==> src/rtl/npcm_pkg.sv <==
// shared types, constants and helpers of the nearest palette colour mapper
// no dependencies; imported by npcm_cell and nearest_palette_color_mapper_core
`default_nettype none

package npcm_pkg;

  // field widths
  localparam int unsigned CH_W      = 8;
  localparam int unsigned SQ_W      = 16;
  localparam int unsigned DIST_W    = 18;
  localparam int unsigned SIZE_W    = 9;
  localparam int unsigned CFG_IDX_W = 8;

  // request codes of an input transaction
  typedef enum logic {
    REQ_MAP  = 1'b0,
    REQ_LOAD = 1'b1
  } req_t;

  // configuration register indexes
  typedef enum logic [CFG_IDX_W-1:0] {
    CFG_PALETTE_SIZE = 8'd0,
    CFG_KEEP_ALPHA   = 8'd1
  } cfg_reg_t;

  // one transaction travelling down the chain
  typedef struct packed {
    req_t            req_type;
    logic [CH_W-1:0] entry_index;
    logic [CH_W-1:0] red;
    logic [CH_W-1:0] green;
    logic [CH_W-1:0] blue;
    logic [CH_W-1:0] alpha;
  } npcm_item_t;

  // best match found so far for a pixel
  typedef struct packed {
    logic [DIST_W-1:0] dist_sq;
    logic [CH_W-1:0]   red;
    logic [CH_W-1:0]   green;
    logic [CH_W-1:0]   blue;
  } npcm_best_t;

  // squared absolute difference of two channel values
  function automatic logic [SQ_W-1:0] sq_diff(input logic [CH_W-1:0] a,
                                              input logic [CH_W-1:0] b);
    logic [CH_W-1:0] d;
    d = (a > b) ? (a - b) : (b - a);
    return SQ_W'(d) * SQ_W'(d);
  endfunction

endpackage

`default_nettype wire

==> src/rtl/npcm_cell.sv <==
// one cell of the search chain: holds one palette entry and updates the best match
// depends on npcm_pkg
`default_nettype none

module npcm_cell
  import npcm_pkg::*;
#(
  parameter int unsigned CELL_IDX = 0,
  parameter int unsigned IDX_W    = 8
) (
  input  wire logic             clk,
  input  wire logic             rst_n,
  input  wire logic             active_i,
  input  wire logic             valid_i,
  input  wire npcm_item_t       item_i,
  input  wire npcm_best_t       best_i,
  input  wire logic [IDX_W-1:0] best_idx_i,
  output logic                  valid_o,
  output npcm_item_t            item_o,
  output npcm_best_t            best_o,
  output logic [IDX_W-1:0]      best_idx_o
);

  localparam logic             IDX_REACHABLE = (CELL_IDX < (1 << CH_W));
  localparam logic [CH_W-1:0]  MY_IDX8       = CH_W'(CELL_IDX);
  localparam logic [IDX_W-1:0] MY_IDX        = IDX_W'(CELL_IDX);

  logic              valid_r;
  npcm_item_t        item_r;
  npcm_best_t        best_r;
  npcm_best_t        best_nxt;
  logic [IDX_W-1:0]  best_idx_r;
  logic [IDX_W-1:0]  best_idx_nxt;
  logic [3*CH_W-1:0] entry_r;
  logic              write_en;
  logic              take;
  logic [DIST_W-1:0] entry_dist;

  // load transaction addressed to this cell
  assign write_en = valid_i && (item_i.req_type == REQ_LOAD) && IDX_REACHABLE &&
                    (item_i.entry_index == MY_IDX8);

  // distance of the pixel to the held entry
  assign entry_dist = DIST_W'(sq_diff(item_i.red,   entry_r[3*CH_W-1:2*CH_W])) +
                      DIST_W'(sq_diff(item_i.green, entry_r[2*CH_W-1:CH_W])) +
                      DIST_W'(sq_diff(item_i.blue,  entry_r[CH_W-1:0]));

  // strictly nearer wins, so ties keep the lower index
  assign take = valid_i && (item_i.req_type == REQ_MAP) && active_i &&
                (entry_dist < best_i.dist_sq);

  always_comb begin
    best_nxt     = best_i;
    best_idx_nxt = best_idx_i;
    if (take) begin
      best_nxt.dist_sq = entry_dist;
      best_nxt.red     = entry_r[3*CH_W-1:2*CH_W];
      best_nxt.green   = entry_r[2*CH_W-1:CH_W];
      best_nxt.blue    = entry_r[CH_W-1:0];
      best_idx_nxt     = MY_IDX;
    end
  end

  // transaction valid flag
  always_ff @(posedge clk) begin
    if (!rst_n) begin
      valid_r <= 1'b0;
    end else begin
      valid_r <= valid_i;
    end
  end

  // payload handed to the next cell
  always_ff @(posedge clk) begin
    item_r     <= item_i;
    best_r     <= best_nxt;
    best_idx_r <= best_idx_nxt;
  end

  // palette entry, undefined until loaded
  always_ff @(posedge clk) begin
    if (write_en) begin
      entry_r <= {item_i.red, item_i.green, item_i.blue};
    end
  end

  assign valid_o    = valid_r;
  assign item_o     = item_r;
  assign best_o     = best_r;
  assign best_idx_o = best_idx_r;

endmodule

`default_nettype wire

==> config.mk <==
export PLATFORM = sky130hd
export DESIGN_NAME = npcm_cell
export DESIGN_NICKNAME = d
export VERILOG_FILES = /design/src/rtl/npcm_pkg.sv /design/src/rtl/npcm_cell.sv
export SDC_FILE = /design/constraint.sdc
export NUM_CORES = 1
export LEC_CHECK = 0
export BUFFER_PORTS_ARGS = -buffer_cell sky130_fd_sc_hd__buf_2
export CORE_ASPECT_RATIO = 1.5
export CORE_MARGIN = 2
export CORE_UTILIZATION = 50
export CTS_BUF_LIST = sky130_fd_sc_hd__clkbuf_8
export DETAILED_ROUTE_END_ITERATION = 12
export GPL_TIMING_DRIVEN = 1
export PLACE_DENSITY = 0.78
export SYNTH_ARGS = -nofsm -noshare
export SYNTH_HDL_FRONTEND = slang
export SYNTH_SLANG_ARGS = --single-unit
==> constraint.sdc <==
create_clock -name clk -period 21.1 [get_ports clk]
set_clock_uncertainty 0.1 [all_clocks]
set_input_delay 4.22 -clock clk [delete_from_list [all_inputs] [get_ports clk]]
set_output_delay 4.22 -clock clk [all_outputs]
set_load 0.005 [all_outputs]
# After elaboration in Yosys (flattened, before gate mapping)

Index checks and enable logic that the tools add are counted.

Logic and storage cells: 39
Flip-flop bits (word level): 116
Input bits: 95
Output and inout port bits: 92

$add $sub $neg: 8
Order comparisons: 4
Reductions and logical operators: 6
Multiplexer cells: 4
Bitwise operators: 1
$mul: 3

Operator list:

| operator          | count |
|---|---|
| $mul 8x8->16      | 3 |
| $sub 8x8->8       | 6 |
| $mux 42           | 1 |
| $gt 8x8->1        | 3 |
| $mux 8            | 3 |
| $add 17x16->18    | 1 |
| $lt 18x18->1      | 1 |
| $add 16x16->17    | 1 |
| $logic_not 8->1   | 1 |
| $logic_and 1x1->1 | 5 |
| $not 1->1         | 1 |

# Depth between registers and ports, before layout

Word-level depth: 8
Mapped depth: 43
Depth with buffers taken out: 40

# Worst setup path after synthesis

Ideal clock, no wire load.

Path type: input to register
Start: input port item_i[24] (netlist bit)
End: register best_r, in the netlist best_o[0]
Stages: 37
Arrival time: 13.510 ns
Buffers on the path: 3
Slack: 7.369 ns
Library setup time: 0.121 ns
Cell sequence: inv_1 ha_1 inv_1 fa_1 a21oi_1 o221ai_1 a41o_1 buf_6 a2111oi_4 a21oi_1 xnor2_1 buf_4 or2_2 fa_1 fa_1 fa_1 fa_1 inv_1 fa_1 fa_1 inv_1 fa_1 inv_1 ha_1 a21o_1 a21oi_1 o31ai_1 a311o_1 o311ai_0 ha_1 nand4_1 nor2_1 a2111oi_0 o211ai_1 a41oi_1 buf_2 mux2_2

RTL lines:

| item                   | RTL line        | RTL |
|---|---|---|
| start: declaration     | npcm_cell.sv:15 | `input wire npcm_item_t item_i,` |
| end signal: assignment | npcm_cell.sv:76 | `best_r <= best_nxt;` |
| end: declaration       | npcm_cell.sv:30 | `npcm_best_t best_r;` |

==> impl_metrics.ini <==
[worst_setup_path]
crit_required_ns = 21.34
crit_family = adder cells
worstSetupPathType = in2reg
crit_path_top_delay_cell = xnor2_1
cp_num_buf_inv = 8
reg2reg_depth = 35
cpPeakStageDelay_ns = 0.82
worstPathArrival_ns = 15.73
reg2reg_to = best_o[17]
critPathCaptureType = flip-flop
crit_fanout = 28
rr_startpoint = entry_r[16]
crit_top_cell = fa_1
r2r_slack_ns = 9.15
start_kind = primary input

[global_route]
met2_usage = 0.413
grt.total_usage = 0.210
grt_max_degree = 29
use_met1 = 0.210
grt-ovfl-total = 0
met3_usage = 0.0363
grt_pass1_vias = 8661
grt-busiest-layer = met2
antenna_found_initial = 0
grt_first_pass_wirelength_mm = 39.0

[place]
io_buffers = 186
hpwl_mm = 19.7
place.gp.congestion = 0.912
place_inst = 1552

[clock_tree]
cts_setup_buffers = 0
cts_tree = built
cts_max_path_buffers = 2
hold_buffers = 0
clock_latency_ns = 0.46
cts_resized = 0
cts_buffers = 17
htreeDepth = 4
ctsRootBufferMaster = clkbuf_8
cts.clk_slew.worst_paths_ns = 0.08
cts.sinks = 116

[synth]
async_flop_share = 0
synth_area_per_cell_um2 = 9.92
syn_nets = 1491
netlist_area_um2 = 11100
synth_ff_type = dfxtp_1
synth_warnings = 0
yosysSeqAreaShare = 0.231
synth_cell_types = 61
ys_ff_latch = 116
synthCells = 1116
synth_edf_count = 24

[drt]
via_count = 8002
drc = 0
via_per_inst = 5.05
drtPass1Iterations = 4
wl_per_cell_um = 14.8
drt-initial-drc-count = 251
routed_wl_mm = 23.5
postRouteAntennaNets = 0

[floorplan]
fp-row-count = 66
start_util = 0.510
die_y_um = 186
ios = 187
die_x_um = 126
dieArea_um2 = 23400
core_area_um2 = 21700

[sta]
finalHoldViolations = 0
rsz0062_at_grt = false
fin_tns_setup_ns = 0
finalCriticalPeriod_ns = 15.49
drv_slew = 0
worst_pin_slew_ns = 1.06
timing.final.crit_share = 0.734
slew_headroom = 0.285
setup_violations = 0
fmax_ghz = 0.0646

[cells_and_area]
area_growth_pct = 14.1
layout_commonest_cell = inv_1
drive_above_1_share = 0.219
design.final.nets = 1674
final_cell_mix = inv_1, buf_2, ha_1
antenna_cells = 0
fin_cells = 1584

[worst_hold_path]
min_to = best_o[23]
hp-class = reg2reg
min_delay_path_depth = 1
min_from = entry_r[23]

[job]
cap_violations = 0

[status]
status = finished, final reports clean
cell families after synthesis:
group	count (synthesis)	share of synthesized area
and+or+nand+nor	196	0.0856
buffers and inverters	306	0.109
adders and majority gates	280	0.411
muxes	60	0.0592
AOI/OAI and AO/OA	126	0.0793
DFF	116	0.231
xor gates and xnor gates	32	0.0253
routing by layer:
layer	part of all wire	routed length (um)	vias up
met5	0	0	-
met4	0.044	1040	0
met3	0.039	905	51
met2	0.57	13300	180
met1	0.35	8240	3909
li1	-	-	3862
how the worst max path moves through the flow:
stage	startpoint	slack [ns]	end	cells past startpoint
2_1_floorplan	item_i[24]	7.37	best_o[0]	37
3_3_place_gp	item_i[24]	5.55	best_o[22]	37
3_5_place_dp	item_i[24]	5.12	best_o[22]	37
4_1_cts	item_i[24]	5.57	best_o[17]	37
5_1_grt	item_i[24]	4.95	best_o[17]	37
6_report	item_i[24]	5.61	best_o[17]	37
registers in the layout (all words and copies together), names as in the netlist:
signal      cells
item_o         41
best_o         42
best_idx_o      8
valid_o         1
entry_r        24
cell type report:
cell class,instances,area [um2]
Clock inverter,14,136
Fill cell,1897,9080
Timing Repair Buffer,191,968
Inverter,279,1050
Sequential cell,116,2560
Multi-Input combinational cell,694,7330
Tap cell,272,340
Clock buffer,18,248
synth_stat cells (all sizes together) (4+ instances only):
library cell / count / area, um2
and3: 4 / 25.0
a21oi: 39 / 203
nand2: 23 / 86.3
or2: 14 / 87.6
xnor2: 18 / 158
dfxtp: 92 / 1840
fa: 139 / 2780
inv: 279 / 1050
mux2: 44 / 495
a31oi: 4 / 25.0
nor2: 86 / 323
o21a: 4 / 30.0
clkbuf: 6 / 22.5
o21ai: 20 / 100
nor2b: 17 / 106
a221oi: 4 / 35.0
ha: 141 / 1760
and2: 7 / 43.8
a21o: 19 / 143
buf: 21 / 133
nand2b: 15 / 93.8
nand3: 10 / 50.1
mux2i: 16 / 160
edfxtp: 24 / 721
a211oi: 5 / 37.5
o21bai: 9 / 78.8
xor2: 14 / 123
nand4: 9 / 56.3
worst reg2reg max path, delay by kind of cell (launching register included):
| family | cells | cell delay [ns] |
|---|---|---|
| compound gates | 13 | 3.98 |
| xor+xnor | 1 | 0.82 |
| fa+ha+maj | 11 | 5.01 |
| buf+inv | 6 | 0.78 |
| flops | 1 | 0.39 |
| mux | 1 | 0.40 |
| simple gates | 3 | 0.39 |
through the flow:
step                      setup slack [ns]  hold slack [ns]  cell area, um2   util
after floorplan                       7.37            0.375           11100      -
after global placement                5.55            0.387           12300  0.564
after detailed placement              5.12            0.396           12300  0.564
after CTS                             5.57            0.417           12600  0.582
after global routing                  4.95            0.448           12600  0.582
final                                 5.61            0.409           12600  0.582
Power is not shown: default switching activity piles up to over one toggle a cycle in this logic, so the estimate is an artifact.
